===== config.mk =====
export PLATFORM = sky130hd
export DESIGN_NAME = gf2_row_reduce_with_inverse_top_flat
export DESIGN_NICKNAME = d
export VERILOG_FILES = /design/src/rtl/gf2rr_pkg.sv /design/src/rtl/gf2rr_stream_if.sv /design/src/rtl/gf2rr_ram.sv /design/src/rtl/gf2_row_reduce_with_inverse_top.sv /design/src/flat_wrapper.sv
export SDC_FILE = /design/constraint.sdc
export NUM_CORES = 1
export LEC_CHECK = 0
export CAP_MARGIN = 40
export CORE_MARGIN = 2
export CORE_UTILIZATION = 30
export DETAILED_ROUTE_END_ITERATION = 10
export DONT_BUFFER_PORTS = 1
export GPL_TIMING_DRIVEN = 0
export PLACE_DENSITY_LB_ADDON = 0.3
export SETUP_SLACK_MARGIN = 0.5
export SLEW_MARGIN = 20
export SYNTH_ARGS = -nofsm -noshare
export SYNTH_HDL_FRONTEND = slang
export SYNTH_SLANG_ARGS = --single-unit

===== constraint.sdc =====
create_clock -name clk -period 10.5 [get_ports clk]
set_input_delay 0.525 -clock clk [delete_from_list [all_inputs] [get_ports clk]]
set_output_delay 0.525 -clock clk [all_outputs]
set_load 0.02 [all_outputs]

===== src/rtl/gf2rr_pkg.sv =====
`default_nettype none
// ----------------------------------------------------------------------------
// gf2rr_pkg
// Shared widths and register indexes for the GF(2) row reduction block.
// ----------------------------------------------------------------------------
package gf2rr_pkg;

    localparam int ROW_BITS_W = 16;
    localparam int OP_W       = 16;
    localparam int ROWNUM_W   = 4;
    localparam int RANK_W     = 5;
    localparam int CFG_DATA_W = 5;
    localparam int CFG_IDX_W  = 1;

    localparam logic [CFG_IDX_W-1:0] CFG_ROW_COUNT = 1'd0;
    localparam logic [CFG_IDX_W-1:0] CFG_COL_COUNT = 1'd1;

    localparam logic [CFG_DATA_W-1:0] ROW_COUNT_RESET = 5'd16;
    localparam logic [CFG_DATA_W-1:0] COL_COUNT_RESET = 5'd16;

endpackage
`default_nettype wire


===== src/rtl/gf2rr_stream_if.sv =====
`default_nettype none
// ----------------------------------------------------------------------------
// gf2rr stream interfaces
// Valid/ready channels for matrix rows in and reduced rows out.
// ----------------------------------------------------------------------------
interface gf2rr_in_if;
    import gf2rr_pkg::*;

    logic                  valid;
    logic                  ready;
    logic [ROW_BITS_W-1:0] row_bits;
    logic                  last_row;

    modport source (output valid, output row_bits, output last_row, input ready);
    modport sink   (input valid, input row_bits, input last_row, output ready);
endinterface

interface gf2rr_out_if;
    import gf2rr_pkg::*;

    logic                  valid;
    logic                  ready;
    logic [ROW_BITS_W-1:0] reduced_row;
    logic [OP_W-1:0]       operation_row;
    logic [ROWNUM_W-1:0]   row_number;
    logic [RANK_W-1:0]     rank_value;
    logic                  last_result;

    modport source (output valid, output reduced_row, output operation_row,
                    output row_number, output rank_value, output last_result,
                    input ready);
    modport sink   (input valid, input reduced_row, input operation_row,
                    input row_number, input rank_value, input last_result,
                    output ready);
endinterface
`default_nettype wire


===== src/rtl/gf2rr_ram.sv =====
`default_nettype none
// ----------------------------------------------------------------------------
// gf2rr_ram
// Generic simple dual-port RAM, one write and one registered read port.
// ----------------------------------------------------------------------------
module gf2rr_ram #(
    parameter int WIDTH = 32,
    parameter int DEPTH = 16
) (
    input  wire logic                                      clk,
    input  wire logic                                      we,
    input  wire logic [((DEPTH > 1) ? $clog2(DEPTH) : 1)-1:0] waddr,
    input  wire logic [WIDTH-1:0]                          wdata,
    input  wire logic [((DEPTH > 1) ? $clog2(DEPTH) : 1)-1:0] raddr,
    output logic      [WIDTH-1:0]                          rdata
);

    logic [WIDTH-1:0] mem [DEPTH];

    always_ff @(posedge clk)
    begin
        if (we)
        begin
            mem[waddr] <= wdata;
        end
        rdata <= mem[raddr];
    end

endmodule
`default_nettype wire


===== src/rtl/gf2_row_reduce_with_inverse_top.sv =====
`default_nettype none
// ----------------------------------------------------------------------------
// gf2_row_reduce_with_inverse_top
// Gauss-Jordan elimination over GF(2) with accumulated row-operation matrix.
// ----------------------------------------------------------------------------
// Rows are taken one per cycle while the block is loading; a row with last_row
// set, or the row that reaches row_count, closes the matrix. Matrix and
// operation rows share one RAM with a single read port, and every elimination
// step goes row by row through it: a column with no pivot is a scan of the
// rows from the current rank down, and a column with a pivot adds a fetch of
// the rank row, then one read-modify-write pass over all m loaded rows.
// Columns stop at col_count or at full rank. Each result word is then read
// out of the RAM into the output register. Input ready is high only while
// loading; the last result word may still wait in the output register while
// the next matrix loads.
// ----------------------------------------------------------------------------
module gf2_row_reduce_with_inverse_top #(
    parameter int MAX_ROWS = 16,
    parameter int MAX_COLS = 16
) (
    input  wire logic                              clk,
    input  wire logic                              rst_n,
    input  wire logic                              cfg_we,
    input  wire logic [gf2rr_pkg::CFG_IDX_W-1:0]   cfg_index,
    input  wire logic [gf2rr_pkg::CFG_DATA_W-1:0]  cfg_data,
    gf2rr_in_if.sink                               in_ch,
    gf2rr_out_if.source                            out_ch
);
    import gf2rr_pkg::*;

    localparam int ROW_W  = (MAX_COLS < ROW_BITS_W) ? MAX_COLS : ROW_BITS_W;
    localparam int DATA_W = ROW_W + OP_W;
    localparam int CNT_W  = $clog2(MAX_ROWS + 1);
    localparam int ADDR_W = (MAX_ROWS > 1) ? $clog2(MAX_ROWS) : 1;
    localparam int COL_W  = $clog2(ROW_W + 1);
    localparam int BIT_W  = (ROW_W > 1) ? $clog2(ROW_W) : 1;

    typedef enum logic [6:0] {
        S_LOAD = 7'b0000001,
        S_COL  = 7'b0000010,
        S_SRCH = 7'b0000100,
        S_GETR = 7'b0001000,
        S_PASS = 7'b0010000,
        S_ERD  = 7'b0100000,
        S_EGET = 7'b1000000
    } state_t;

    state_t                state_reg, state_next;
    logic [CFG_DATA_W-1:0] row_cnt_reg, col_cnt_reg;
    logic [CNT_W-1:0]      load_cnt_reg, load_cnt_next;
    logic [CNT_W-1:0]      m_reg, m_next;
    logic [CNT_W-1:0]      rank_reg, rank_next;
    logic [CNT_W-1:0]      cur_reg, cur_next;
    logic [CNT_W-1:0]      pidx_reg, pidx_next;
    logic [COL_W-1:0]      col_reg, col_next;
    logic [DATA_W-1:0]     piv_reg, piv_next;
    logic [DATA_W-1:0]     rrow_reg, rrow_next;

    logic                  out_valid_reg;
    logic [ROW_BITS_W-1:0] out_row_reg;
    logic [OP_W-1:0]       out_op_reg;
    logic [ROWNUM_W-1:0]   out_num_reg;
    logic [RANK_W-1:0]     out_rank_reg;
    logic                  out_last_reg;

    logic [CNT_W-1:0]      rows_eff;
    logic [COL_W-1:0]      cols_eff;
    logic [ROW_W-1:0]      col_mask;
    logic [OP_W-1:0]       id_bit;
    logic [CNT_W-1:0]      load_inc;
    logic [CNT_W-1:0]      cur_inc;

    logic                  ram_we;
    logic [ADDR_W-1:0]     ram_waddr, ram_raddr;
    logic [DATA_W-1:0]     ram_wdata, ram_rdata;
    logic [ROW_W-1:0]      rd_mat;
    logic [OP_W-1:0]       rd_op;
    logic                  rd_hit;
    logic [DATA_W-1:0]     pass_base;
    logic [DATA_W-1:0]     pass_val;

    gf2rr_ram #(
        .WIDTH (DATA_W),
        .DEPTH (MAX_ROWS)
    ) u_rows (
        .clk   (clk),
        .we    (ram_we),
        .waddr (ram_waddr),
        .wdata (ram_wdata),
        .raddr (ram_raddr),
        .rdata (ram_rdata)
    );

    // configuration registers
    always_ff @(posedge clk or negedge rst_n)
    begin
        if (!rst_n)
        begin
            row_cnt_reg <= ROW_COUNT_RESET;
            col_cnt_reg <= COL_COUNT_RESET;
        end
        else if (cfg_we)
        begin
            case (cfg_index)
                CFG_ROW_COUNT: row_cnt_reg <= cfg_data;
                CFG_COL_COUNT: col_cnt_reg <= cfg_data;
                default:       ;
            endcase
        end
    end

    // clamped counts and column mask
    always_comb
    begin
        if (row_cnt_reg == '0)
            rows_eff = CNT_W'(1);
        else if (int'(row_cnt_reg) > MAX_ROWS)
            rows_eff = CNT_W'(MAX_ROWS);
        else
            rows_eff = CNT_W'(row_cnt_reg);

        if (col_cnt_reg == '0)
            cols_eff = COL_W'(1);
        else if (int'(col_cnt_reg) > ROW_W)
            cols_eff = COL_W'(ROW_W);
        else
            cols_eff = COL_W'(col_cnt_reg);
    end

    always_comb
    begin
        for (int k = 0; k < ROW_W; k++)
        begin
            col_mask[k] = (k < int'(cols_eff));
        end
    end

    assign id_bit   = OP_W'(1) << load_cnt_reg;
    assign load_inc = load_cnt_reg + 1'b1;
    assign cur_inc  = cur_reg + 1'b1;

    assign rd_mat = ram_rdata[ROW_W-1:0];
    assign rd_op  = ram_rdata[DATA_W-1:ROW_W];
    assign rd_hit = rd_mat[col_reg[BIT_W-1:0]];

    // swap and clear folded into one pass
    always_comb
    begin
        if (cur_reg == rank_reg)
            pass_base = piv_reg;
        else if (cur_reg == pidx_reg)
            pass_base = rrow_reg;
        else
            pass_base = ram_rdata;

        if ((cur_reg != rank_reg) && pass_base[col_reg[BIT_W-1:0]])
            pass_val = pass_base ^ piv_reg;
        else
            pass_val = pass_base;
    end

    assign in_ch.ready = (state_reg == S_LOAD);

    // sequencer
    always_comb
    begin
        state_next    = state_reg;
        load_cnt_next = load_cnt_reg;
        m_next        = m_reg;
        rank_next     = rank_reg;
        cur_next      = cur_reg;
        pidx_next     = pidx_reg;
        col_next      = col_reg;
        piv_next      = piv_reg;
        rrow_next     = rrow_reg;
        ram_we        = 1'b0;
        ram_waddr     = '0;
        ram_wdata     = '0;
        ram_raddr     = '0;

        case (state_reg)
            S_LOAD:
            begin
                if (in_ch.valid)
                begin
                    ram_we    = 1'b1;
                    ram_waddr = load_cnt_reg[ADDR_W-1:0];
                    ram_wdata = {id_bit, in_ch.row_bits[ROW_W-1:0] & col_mask};
                    if (in_ch.last_row || (load_inc >= rows_eff))
                    begin
                        m_next        = load_inc;
                        load_cnt_next = '0;
                        col_next      = '0;
                        rank_next     = '0;
                        state_next    = S_COL;
                    end
                    else
                    begin
                        load_cnt_next = load_inc;
                    end
                end
            end
            S_COL:
            begin
                if ((col_reg == cols_eff) || (rank_reg == m_reg))
                begin
                    cur_next   = '0;
                    state_next = S_ERD;
                end
                else
                begin
                    ram_raddr  = rank_reg[ADDR_W-1:0];
                    cur_next   = rank_reg;
                    state_next = S_SRCH;
                end
            end
            S_SRCH:
            begin
                if (rd_hit)
                begin
                    piv_next   = ram_rdata;
                    pidx_next  = cur_reg;
                    ram_raddr  = rank_reg[ADDR_W-1:0];
                    state_next = S_GETR;
                end
                else if (cur_inc == m_reg)
                begin
                    col_next   = col_reg + 1'b1;
                    state_next = S_COL;
                end
                else
                begin
                    ram_raddr = cur_inc[ADDR_W-1:0];
                    cur_next  = cur_inc;
                end
            end
            S_GETR:
            begin
                rrow_next  = ram_rdata;
                ram_raddr  = '0;
                cur_next   = '0;
                state_next = S_PASS;
            end
            S_PASS:
            begin
                ram_we    = 1'b1;
                ram_waddr = cur_reg[ADDR_W-1:0];
                ram_wdata = pass_val;
                if (cur_inc == m_reg)
                begin
                    rank_next  = rank_reg + 1'b1;
                    col_next   = col_reg + 1'b1;
                    state_next = S_COL;
                end
                else
                begin
                    ram_raddr = cur_inc[ADDR_W-1:0];
                    cur_next  = cur_inc;
                end
            end
            S_ERD:
            begin
                if (!out_valid_reg || out_ch.ready)
                begin
                    ram_raddr  = cur_reg[ADDR_W-1:0];
                    state_next = S_EGET;
                end
            end
            S_EGET:
            begin
                if (cur_inc == m_reg)
                begin
                    state_next = S_LOAD;
                end
                else
                begin
                    cur_next   = cur_inc;
                    state_next = S_ERD;
                end
            end
            default:
            begin
                state_next = S_LOAD;
            end
        endcase
    end

    always_ff @(posedge clk or negedge rst_n)
    begin
        if (!rst_n)
        begin
            state_reg    <= S_LOAD;
            load_cnt_reg <= '0;
            m_reg        <= '0;
            rank_reg     <= '0;
            cur_reg      <= '0;
            pidx_reg     <= '0;
            col_reg      <= '0;
        end
        else
        begin
            state_reg    <= state_next;
            load_cnt_reg <= load_cnt_next;
            m_reg        <= m_next;
            rank_reg     <= rank_next;
            cur_reg      <= cur_next;
            pidx_reg     <= pidx_next;
            col_reg      <= col_next;
        end
    end

    always_ff @(posedge clk)
    begin
        piv_reg  <= piv_next;
        rrow_reg <= rrow_next;
    end

    // output word register
    always_ff @(posedge clk or negedge rst_n)
    begin
        if (!rst_n)
        begin
            out_valid_reg <= 1'b0;
        end
        else if (state_reg == S_EGET)
        begin
            out_valid_reg <= 1'b1;
        end
        else if (out_ch.ready)
        begin
            out_valid_reg <= 1'b0;
        end
    end

    always_ff @(posedge clk)
    begin
        if (state_reg == S_EGET)
        begin
            out_row_reg  <= ROW_BITS_W'(rd_mat);
            out_op_reg   <= rd_op;
            out_num_reg  <= ROWNUM_W'(cur_reg);
            out_rank_reg <= RANK_W'(rank_reg);
            out_last_reg <= (cur_inc == m_reg);
        end
    end

    assign out_ch.valid         = out_valid_reg;
    assign out_ch.reduced_row   = out_row_reg;
    assign out_ch.operation_row = out_op_reg;
    assign out_ch.row_number    = out_num_reg;
    assign out_ch.rank_value    = out_rank_reg;
    assign out_ch.last_result   = out_last_reg;

    // output slot must be free when a row read returns
    a_eget_slot_free: assert property (@(posedge clk) disable iff (!rst_n)
        (state_reg == S_EGET) |-> !out_valid_reg)
        else $error("output word overwritten");

    a_load_bound: assert property (@(posedge clk) disable iff (!rst_n)
        int'(load_cnt_reg) < MAX_ROWS)
        else $error("load count out of range");

    a_rank_bound: assert property (@(posedge clk) disable iff (!rst_n)
        (state_reg != S_LOAD) |-> (rank_reg <= m_reg))
        else $error("rank above row count");

    a_cur_bound: assert property (@(posedge clk) disable iff (!rst_n)
        ((state_reg == S_SRCH) || (state_reg == S_PASS) || (state_reg == S_EGET))
        |-> (cur_reg < m_reg))
        else $error("row index past loaded rows");

    a_done_to_col: assert property (@(posedge clk) disable iff (!rst_n)
        (in_ch.valid && in_ch.ready && in_ch.last_row) |=> (state_reg == S_COL))
        else $error("last row did not start elimination");

endmodule
`default_nettype wire

===== src/flat_wrapper.sv =====
// flat-port wrapper written by rule: the top's interface ports become plain ports
module gf2_row_reduce_with_inverse_top_flat import gf2rr_pkg::*;
#(
    parameter int MAX_ROWS = 16,
    parameter int MAX_COLS = 16
)
  (clk, rst_n, cfg_we, cfg_index, cfg_data, in_ch_valid, in_ch_row_bits, in_ch_last_row, in_ch_ready, out_ch_valid, out_ch_reduced_row, out_ch_operation_row, out_ch_row_number, out_ch_rank_value, out_ch_last_result, out_ch_ready);
  gf2rr_in_if in_ch_i ();
  gf2rr_out_if out_ch_i ();
  input  wire logic clk;
  input  wire logic rst_n;
  input  wire logic cfg_we;
  input  wire logic [gf2rr_pkg::CFG_IDX_W-1:0] cfg_index;
  input  wire logic [gf2rr_pkg::CFG_DATA_W-1:0] cfg_data;
  input wire logic [$bits(in_ch_i.valid)-1:0] in_ch_valid;
  input wire logic [$bits(in_ch_i.row_bits)-1:0] in_ch_row_bits;
  input wire logic [$bits(in_ch_i.last_row)-1:0] in_ch_last_row;
  output wire logic [$bits(in_ch_i.ready)-1:0] in_ch_ready;
  output wire logic [$bits(out_ch_i.valid)-1:0] out_ch_valid;
  output wire logic [$bits(out_ch_i.reduced_row)-1:0] out_ch_reduced_row;
  output wire logic [$bits(out_ch_i.operation_row)-1:0] out_ch_operation_row;
  output wire logic [$bits(out_ch_i.row_number)-1:0] out_ch_row_number;
  output wire logic [$bits(out_ch_i.rank_value)-1:0] out_ch_rank_value;
  output wire logic [$bits(out_ch_i.last_result)-1:0] out_ch_last_result;
  input wire logic [$bits(out_ch_i.ready)-1:0] out_ch_ready;
  assign in_ch_i.valid = in_ch_valid;
  assign in_ch_i.row_bits = in_ch_row_bits;
  assign in_ch_i.last_row = in_ch_last_row;
  assign in_ch_ready = in_ch_i.ready;
  assign out_ch_valid = out_ch_i.valid;
  assign out_ch_reduced_row = out_ch_i.reduced_row;
  assign out_ch_operation_row = out_ch_i.operation_row;
  assign out_ch_row_number = out_ch_i.row_number;
  assign out_ch_rank_value = out_ch_i.rank_value;
  assign out_ch_last_result = out_ch_i.last_result;
  assign out_ch_i.ready = out_ch_ready;
  gf2_row_reduce_with_inverse_top #(.MAX_ROWS(MAX_ROWS), .MAX_COLS(MAX_COLS)) u_core (.clk(clk), .rst_n(rst_n), .cfg_we(cfg_we), .cfg_index(cfg_index), .cfg_data(cfg_data), .in_ch(in_ch_i), .out_ch(out_ch_i));
endmodule

==> results of run 1 <==
## cell families (layout without fill, tap and decap cells)
logic type                 Yosys count  after routing  synth area share [%]
AOI/OAI and AO/OA                  229            229                  5.47
xor gates and xnor gates            33             33                  1.01
adders and majority gates           14             14                 0.612
buffers and inverters              131            351                  2.11
DFF                                698            698                  71.3
muxes                              220            220                  13.7
and+or+nand+nor                    345            345                  5.87
## worst max-delay path by stage
stage / end / slack (ns)
2_1_floorplan: u_core.cur_reg[0] / 4.47
3_3_place_gp: u_core.cur_reg[1] / 0.12
3_5_place_dp: u_core.u_rows.mem[12][25] / 5.64
4_1_cts: u_core.u_rows.mem[12][25] / 5.63
5_1_grt: u_core.u_rows.mem[13][19] / 5.49
6_report: u_core.u_rows.mem[13][19] / 5.72
## power breakdown
group / total, W / switching [W] / internal, W
clock network: 0.00274 / 0.00110 / 0.00164
registers: 0.00348 / 0.000192 / 0.00328
logic: 0.00167 / 0.00104 / 0.000632
## final cells by class
class	instances	area (um2)	area share, %
Sequential cell	698	20400	59.5
Clock inverter	35	368	1.07
Timing Repair Buffer	78	1270	3.72
Multi-Input combinational cell	841	7840	22.9
Inverter	33	126	0.369
Buffer	98	479	1.40
Clock buffer	107	2200	6.41
Tap cell	1265	1580	4.62
## layout by cell type, fill, tap and decap left out, drive strengths merged, types with 4 or more instances in the layout
cell type / n
edfxtp: 618
clkbuf: 160
mux4: 133
buf: 121
nand2: 113
nor2: 64
a22oi: 57
mux2i: 52
nand3: 50
dfrtp: 45
a21oi: 41
o21ai: 40
inv: 37
mux2: 35
dfxtp: 32
nand2b: 22
o31ai: 22
clkinv: 22
xnor2: 18
nor3: 18
xor2: 15
and3: 15
ha: 14
nand4: 11
nor4: 11
o22ai: 10
or3: 9
nor2b: 9
o211ai: 8
and2: 8
a21o: 7
bufinv: 7
a221o: 5
a32oi: 5
o32a: 4
nor4b: 4
## per-layer routing
| layer | GRT usage [%] | up-vias | share of wire [%] |
|---|---|---|---|
| met3 | 3.87 | 109 | 7.6 |
| met2 | 26.8 | 632 | 48 |
| met4 | 4.77 | 0 | 2.3 |
| met1 | 22.4 | 8602 | 43 |
| li1 | - | 6994 | - |
| met5 | 0 | - | 0 |
## per-stage QoR
step,hold slack (ns),setup slack (ns),cell area (um2),utilization [%],instances
final,0.0448,5.72,34300,36.2,3155
after global routing,0.0274,5.49,34300,36.2,3155
after global placement,0.231,0.119,30200,31.9,2935
after floorplan,0.229,4.47,28600,-,1670
after CTS,0.0187,5.63,34200,36.1,3149
after detailed placement,0.231,5.64,31600,33.4,3004
==> results.yml, run 1 <==
min_path:
  min_from: "cfg_data[2]"
  min_path_type: "primary input to register"
  hold_path_depth: 1
  hold_end: "u_core.col_cnt_reg[2]"
die:
  dieArea_um2: 97900
  fp.dieH_um: 313
  core-area_um2: 94700
  start_util_pct: 30.2
  ioPinCount: 72
  rows: 113
  die_w_um: 313
worst_setup_path:
  crit_family: "buffers and inverters"
  rrSetupSlack_ns: 5.72
  timing.rr.end: "u_core.u_rows.mem[13][19]"
  crit_start: "u_core.state_reg[5]"
  worst-endpoint-arrival_ns: 5.09
  reg2regPathDepth: 10
  critPathKind: "register to register"
  slowest_stage: "clkbuf_1"
  reg2reg_from: "u_core.state_reg[5]"
  cp_cell_sequence: "nor3_1 -> nand4b_1 -> inv_1 -> and2_1 -> clkbuf_1 -> clkbuf_1 -> a32oi_1 -> nor2_4 -> buf_16 -> buf_16"
  cp.depth: 10
  end_kind: "register"
  max_stage_delay_ns: 0.59
  startpoint_type: "register"
  cp.required_ns: 10.81
  cp_num_buf_inv: 5
  critPathMaxFanout: 14
synthesis:
  netlist_instances: 1670
  synthArstFlopShare_pct: 6.88
  ys_seq_elements: 698
  yosysTopAreaCellShare_pct: 64.8
  synth_area_um2: 28600
  synth_edf_count: 618
  ys_top_cells_by_area: "edfxtp_1 (65%), mux4_2 (10%), dfrtp_1 (3.9%), dfxtp_1 (2.2%), mux2i_1 (1.8%)"
  yosysTopAreaCell: "edfxtp_1"
  synth_nets: 1712
  synth.most_common_cell: "edfxtp_1"
  ys_seq_area_share_pct: 71.3
  synth_commonest_cells: "edfxtp_1 (618), mux4_2 (133), nand2_1 (113)"
  avgSynthCellArea_um2: 17.1
  yosysUniqueCellTypes: 65
  yosys_warnings: 0
  synth_ff_type: "edfxtp_1"
global_route:
  track_usage_pct: 16.6
  grt_pass1_wl_um: 117000
  antenna_found_initial: 1
  grt_max_degree: 49
  grt-ovfl-total: 0
  grt_pass1_vias: 16500
final_layout:
  drive_gt1_share_pct: 23.2
  nets: 1869
  area_growth_pct: 19.7
  largest_reg_flops: 512
  fill_cells: 8823
  largest_register: "u_core.u_rows.mem"
  diodes: 0
placed_design:
  place_congestion: 0.870
  port_buffers: 0
  post-dp-hpwl_um: 55900
route:
  dr.pass1.iters: 5
  num_vias: 16300
  ant_nets: 0
  drc: 0
  drt-total-wl_um: 82100
  drtIter0Drc: 1801
  avgRoutedWirePerCell_um: 26.0
  viasPerCell: 5.18
cts:
  cts_max_path_buffers: 3
  cts_tree: "built"
  cts_max_level: 3
  cts-resized-gates: 0
  cts_buffers: 77
  clock_sink_count: 698
  post_cts_buffers: 0
  insertion_delay_ns: 0.63
  holdBufCountCts: 3
  root_buffer: "clkbuf_16"
  clk_pin_slew_worst_paths_ns: 0.06
power_and_ir_drop:
  p_total_w: 0.00788
  power.leakage_nw: 11.7
  cellPowerDensity_nw_per_um2: 230
  vdd_ir_drop_max_uv: 114
sta:
  hold_viol: 0
  fmax_mhz: 209
  setup_violations: 0
  slew_headroom_pct: 29.4
  worstMarginPinSlew_ns: 1.06
  rsz0062_at_grt: "false"
  period_share_pct: 45.5
  finClkSkew_ns: 0.0242
  period_needed_ns: 4.78
  drv_slew: 0
  fin_tns_setup_ns: 0
run_status:
  outcome: "finished clean"
run:
  maxCapViolCount: 0
Note: power is estimated with default switching activity, not from simulation.
==> run 2, diff against run 1 <==
Clock period 10.5 ns to 4.99 ns, I/O delays scaled along.
==> run 2 against run 1 <==
  * First-iteration DRC count is 12% lower
  * Routed wire length is 1.3% lower
  * Via count is 0.42% higher
  * Critical path type unchanged
  * Critical endpoint is now u_core.u_rows.rdata[15]
==> results.yml, run 2 (synthesis gave the netlist of run 1 again) <==
global_route:
  grt_pass1_vias: 16700
  grt_pass1_wl_um: 117000
  track_usage_pct: 16.4
  antenna_found_initial: 1
  grt_max_degree: 49
  grt-ovfl-total: 0
min_path:
  hold_end: "u_core.row_cnt_reg[4]"
  min_path_type: "primary input to register"
  min_from: "cfg_index"
  hold_path_depth: 3
sta:
  setup_violations: 0
  period_needed_ns: 4.37
  worstMarginPinSlew_ns: 1.02
  fmax_mhz: 229
  drv_slew: 0
  rsz0062_at_grt: "true"
  whs_ns: 0.0547
  hold_viol: 0
  period_share_pct: 87.6
  finClkSkew_ns: 0.0226
  final.setup.worst_slack_ns: 0.617
  slew_headroom_pct: 31.0
final_layout:
  nets: 1874
  fin_cells: 3158
  area_growth_pct: 20.2
  layout_commonest_cell: "edfxtp_1"
  utilization_pct: 36.3
  largest_reg_flops: 512
  final_cell_mix: "edfxtp_1 (618), mux4_2 (133), nand2_1 (106), clkbuf_16 (74), clkbuf_1 (62)"
  fill_cells: 8854
  drive_gt1_share_pct: 24.2
  largest_register: "u_core.u_rows.mem"
worst_setup_path:
  critPathKind: "register to register"
  rrSetupSlack_ns: 0.62
  startpoint_type: "register"
  reg2reg_from: "u_core.col_reg[2]"
  timing.rr.end: "u_core.u_rows.rdata[15]"
  cp.required_ns: 5.48
  reg2regPathDepth: 12
  critPathMaxFanout: 10
  worst-endpoint-arrival_ns: 4.86
  end_kind: "register"
power_and_ir_drop:
  sw_frac_of_total_pct: 30.0
  pwr-share-clk_pct: 32.9
  p_sw_w: 0.00488
  p_int_w: 0.0113
  p_total_w: 0.0162
  cellPowerDensity_nw_per_um2: 472
  vdd_ir_drop_max_uv: 244
  power.leakage_nw: 11.8
  power_frac_seq_pct: 45.2
  p_comb_share_pct: 22.0
route:
  drt-total-wl_um: 81000
  dr.pass1.iters: 5
  num_vias: 16400
  drc: 0
  avgRoutedWirePerCell_um: 25.6
  drtIter0Drc: 1587
  ant_nets: 0
  viasPerCell: 5.20
run_status:
  outcome: "finished clean"
die:
  core-area_um2: 94700
  start_util_pct: 30.2
  die_w_um: 313
  rows: 113
  dieArea_um2: 97900
  ioPinCount: 72
  fp.dieH_um: 313
cts:
  cts_tree: "built"
  cts_max_level: 3
  cts_max_path_buffers: 3
  root_buffer: "clkbuf_16"
  insertion_delay_ns: 0.62
  clk_pin_slew_worst_paths_ns: 0.06
  cts_buffers: 72
  clock_sink_count: 698
placed_design:
  place_congestion: 0.882
  post-dp-hpwl_um: 55700
  port_buffers: 0
  dp.cells: 2999
  place_ws_ns: 0.191
run:
  maxCapViolCount: 0
==> run 2: worst max-delay path: stages (launching register included) <==
cell      delay [ns]
dfrtp_1         0.32
clkbuf_4        0.22
mux4_2          0.55
mux4_2          0.57
nand2b_4        0.15
nand2_1         0.11
a222oi_1        0.77
buf_4           0.32
buf_12          0.20
buf_12          0.18
mux4_2          0.51
a22oi_1         0.23
nand2_1         0.10
==> run 2: worst max-delay path by stage <==
| stage | startpoint | endpoint | slack (ns) | cells after the start |
|---|---|---|---|---|
| floorplan | u_core.cur_reg[1] | u_core.u_rows.mem[0][16] | 0.81 | 13 |
| global placement | u_core.state_reg[5] | u_core.u_rows.mem[13][14] | -2.02 | 8 |
| detailed placement | u_core.rank_reg[0] | u_core.u_rows.mem[2][31] | 0.19 | 13 |
| CTS | u_core.col_reg[2] | u_core.u_rows.rdata[15] | 0.50 | 12 |
| global route | u_core.col_reg[2] | u_core.u_rows.rdata[16] | 0.44 | 12 |
| finish | u_core.col_reg[2] | u_core.u_rows.rdata[15] | 0.62 | 12 |
==> run 2: layout make-up <==
class                      instances  area [um2]  area share (%)
inverter                          33         131           0.382
buffer                            98         599            1.74
clock buffer                      98        2010            5.85
antenna                            1        2.50         0.00727
clock inverter                    36         339           0.986
multi-input combinational        841        7940            23.1
timing repair buffer              88        1390            4.05
sequential                       698       20400            59.3
tap                             1265        1580            4.60
==> run 2: repair_timing <==
| action | in CTS | in global routing |
|---|---|---|
| endpoints found under the hold margin | 59 | 0 |
| pin swaps | 2 | 8 |
| hold buffers | 13 | 0 |
| gates resized for setup | 17 | 50 |
| buffers inserted | 2 | 7 |
| gates cloned | 0 | 0 |
| endpoints found under the setup margin | 201 | 376 |
==> run 2: layer usage <==
metal	track usage, %	vias to the layer above	routed length (um)
met3	3.16	120	5750
li1	-	6989	-
met1	22.1	8689	34000
met4	5.12	0	2180
met5	0	-	0
met2	27.0	608	39100
==> run 2: through the flow <==
| stage | TNS (ns) | cell area (um2) |
|---|---|---|
| 4_1_cts | 0 | 34200 |
| 2_1_floorplan | 0 | 28600 |
| 5_1_grt | 0 | 34400 |
| 6_report | 0 | 34400 |
| 3_5_place_dp | 0 | 31600 |
| 3_3_place_gp | -893.03 | 30200 |
==> run 2: power groups by stage <==
stage / logic [W] / registers (W) / clock network (W)
final: 0.00356 / 0.00733 / 0.00533
after global routing: 0.00383 / 0.00736 / 0.00569
after CTS: 0.00348 / 0.00733 / 0.00546
after detailed placement: 0.00343 / 0.00745 / 0
after global placement: 0.00318 / 0.00746 / 0
after floorplan: 0.00229 / 0.00723 / 0
==> run 3, diff against run 2 <==
Clock period 4.99 ns to 4.55 ns, I/O delays scaled along.
==> run 3 against run 2 <==
  * Design area grew 2.1%
  * Combinational power increased by 22%
  * Global-route usage up 0.47 points
  * Setup slack worse by 0.066 ns
  * Register-to-register slack got worse by 0.07 ns
  * Critical endpoint is now u_core.u_rows.mem[15][15]
  * Largest cell class unchanged
  * Largest power group unchanged
==> results.yml, run 3 (synthesis gave the netlist of run 1 again) <==
run_status:
  outcome: "finished clean"
worst_setup_path:
  cp_cell_sequence: "buf_6 -> xor2_1 -> nor3_2 -> nand3_4 -> buf_4 -> mux2i_2 -> mux4_2 -> mux4_2 -> a221o_1 -> buf_6 -> or3_1 -> nand3_4"
  critPathKind: "register to register"
  timing.rr.end: "u_core.u_rows.mem[15][15]"
  cp.required_ns: 4.99
  reg2regPathDepth: 12
  reg2reg_from: "u_core.cur_reg[1]"
  critPathMaxFanout: 8
  max_stage_delay_ns: 0.57
  rrSetupSlack_ns: 0.55
  slowest_stage: "or3_1"
  startpoint_type: "register"
  end_kind: "register"
  worst-endpoint-arrival_ns: 4.44
final_layout:
  largest_register: "u_core.u_rows.mem"
  drive_gt1_share_pct: 27.2
  final_cell_mix: "edfxtp_1 (618), mux4_2 (133), nand2_1 (102), clkbuf_16 (77), clkbuf_1 (58)"
  fin_cells: 3198
  diodes: 0
  layout_commonest_cell: "edfxtp_1"
  area_growth_pct: 22.7
  largest_reg_flops: 512
  utilization_pct: 37.1
  nets: 1914
cts:
  clock_sink_count: 698
  root_buffer: "clkbuf_16"
  clk_pin_slew_worst_paths_ns: 0.06
  insertion_delay_ns: 0.64
  cts_tree: "built"
  cts_buffers: 76
  cts_max_path_buffers: 3
  cts_max_level: 3
sta:
  period_needed_ns: 4.00
  fmax_mhz: 250
  rsz0062_at_grt: "true"
  hold_viol: 0
  drv_slew: 0
  setup_violations: 0
  slew_headroom_pct: 28.7
  finClkSkew_ns: 0.0343
  worstMarginPinSlew_ns: 1.07
  final.setup.worst_slack_ns: 0.551
  period_share_pct: 87.9
route:
  drc: 0
  ant_nets: 0
  avgRoutedWirePerCell_um: 26.3
  drtIter0Drc: 2041
  drt-total-wl_um: 84100
  num_vias: 16800
  viasPerCell: 5.25
  dr.pass1.iters: 6
die:
  die_w_um: 313
  core-area_um2: 94700
  dieArea_um2: 97900
  start_util_pct: 30.2
  ioPinCount: 72
  fp.dieH_um: 313
  rows: 113
power_and_ir_drop:
  p_sw_w: 0.00564
  p_comb_share_pct: 23.4
  power_frac_seq_pct: 43.4
  pwr-share-clk_pct: 33.2
  sw_frac_of_total_pct: 30.5
  power.leakage_nw: 12.1
  vdd_ir_drop_max_uv: 262
  cellPowerDensity_nw_per_um2: 527
  p_int_w: 0.0129
global_route:
  grt_max_degree: 49
  antenna_found_initial: 0
  grt_pass1_vias: 16900
  track_usage_pct: 16.9
  grt-ovfl-total: 0
  grt_pass1_wl_um: 120000
min_path:
  hold_end: "u_core.row_cnt_reg[4]"
  min_path_type: "primary input to register"
  min_from: "cfg_index"
  hold_path_depth: 3
placed_design:
  port_buffers: 0
  dp.cells: 3000
  place_ws_ns: -0.231
  post-dp-hpwl_um: 55400
  place_congestion: 0.853
run:
  maxCapViolCount: 0
run 3: changes by cell type in the layout (fill, tap and decap cells not counted), sizes merged, moves of 2 or more:
cell	previous run	this run
buf	112	150
clkbuf	160	152
clkinv	27	31
dlygate4sd3	12	15
bufinv	4	6
nand3	50	52
run 3: repair_timing:
action                                  in CTS  in global routing
endpoints found under the setup margin     806                865
setup buffers                               23                 10
cloned                                       4                  4
hold buffers                                16                  0
hold endpoints to repair                    61                  0
pin swaps                                   17                  9
resized for setup                           89                 74
run 3: worst max-delay path: cells and delay by family, from the launching register on:
family,cells,cell delay [ns]
buf+inv,3,0.50
mux,3,1.17
flops,1,0.38
simple gates,4,1.25
compound gates,1,0.36
xor+xnor,1,0.16
run 3: metrics by stage:
step	area [um2]	setup TNS, ns	hold slack, ns	power, W
6_report	35100	0	0.0460	0.0185
5_1_grt	35100	0	0.0523	0.0192
4_1_cts	34700	0	0.00876	0.0184
3_5_place_dp	31500	-17.16	-0.0665	0.0119
3_3_place_gp	30300	-1151.97	-0.0669	0.0117
2_1_floorplan	28700	0	-0.0681	0.0105
run 3: how the worst max path moves through the flow:
stage,start,to,cells after the start
2_1_floorplan,u_core.state_reg[1],u_core.cur_reg[0],5
3_3_place_gp,u_core.state_reg[3],u_core.u_rows.mem[4][13],6
3_5_place_dp,u_core.rank_reg[0],u_core.u_rows.mem[2][31],13
4_1_cts,u_core.cur_reg[4],u_core.u_rows.mem[9][21],14
5_1_grt,u_core.col_cnt_reg[3],u_core.u_rows.rdata[16],13
6_report,u_core.cur_reg[1],u_core.u_rows.mem[15][15],12
run 3: cell type report:
cell class              count  area (um2)
multi-input cells         843        8170
well taps                1265        1580
clock buffers              97        2000
inverters                  33         131
clock inverters            42         479
fillers                  8781       59600
repair buffers            122        1670
plain buffers              98         674
flip-flops and latches    698       20400
run 3: power groups by stage:
| stage | Sequential [W] | Combinational (W) | Clock (W) |
|---|---|---|---|
| finish | 0.00803 | 0.00434 | 0.00613 |
| global route | 0.00807 | 0.00462 | 0.00649 |
| CTS | 0.00803 | 0.00408 | 0.00625 |
| detailed placement | 0.00816 | 0.00376 | 0 |
| global placement | 0.00818 | 0.00354 | 0 |
| floorplan | 0.00793 | 0.00255 | 0 |
run 3: per-layer routing:
layer	vias to the layer above	global-route usage, %	part of all wire (%)
met5	-	0	0
met2	674	27.3	47
met4	0	4.61	2.5
li1	7108	-	-
met3	129	3.51	7.2
met1	8891	23.3	43
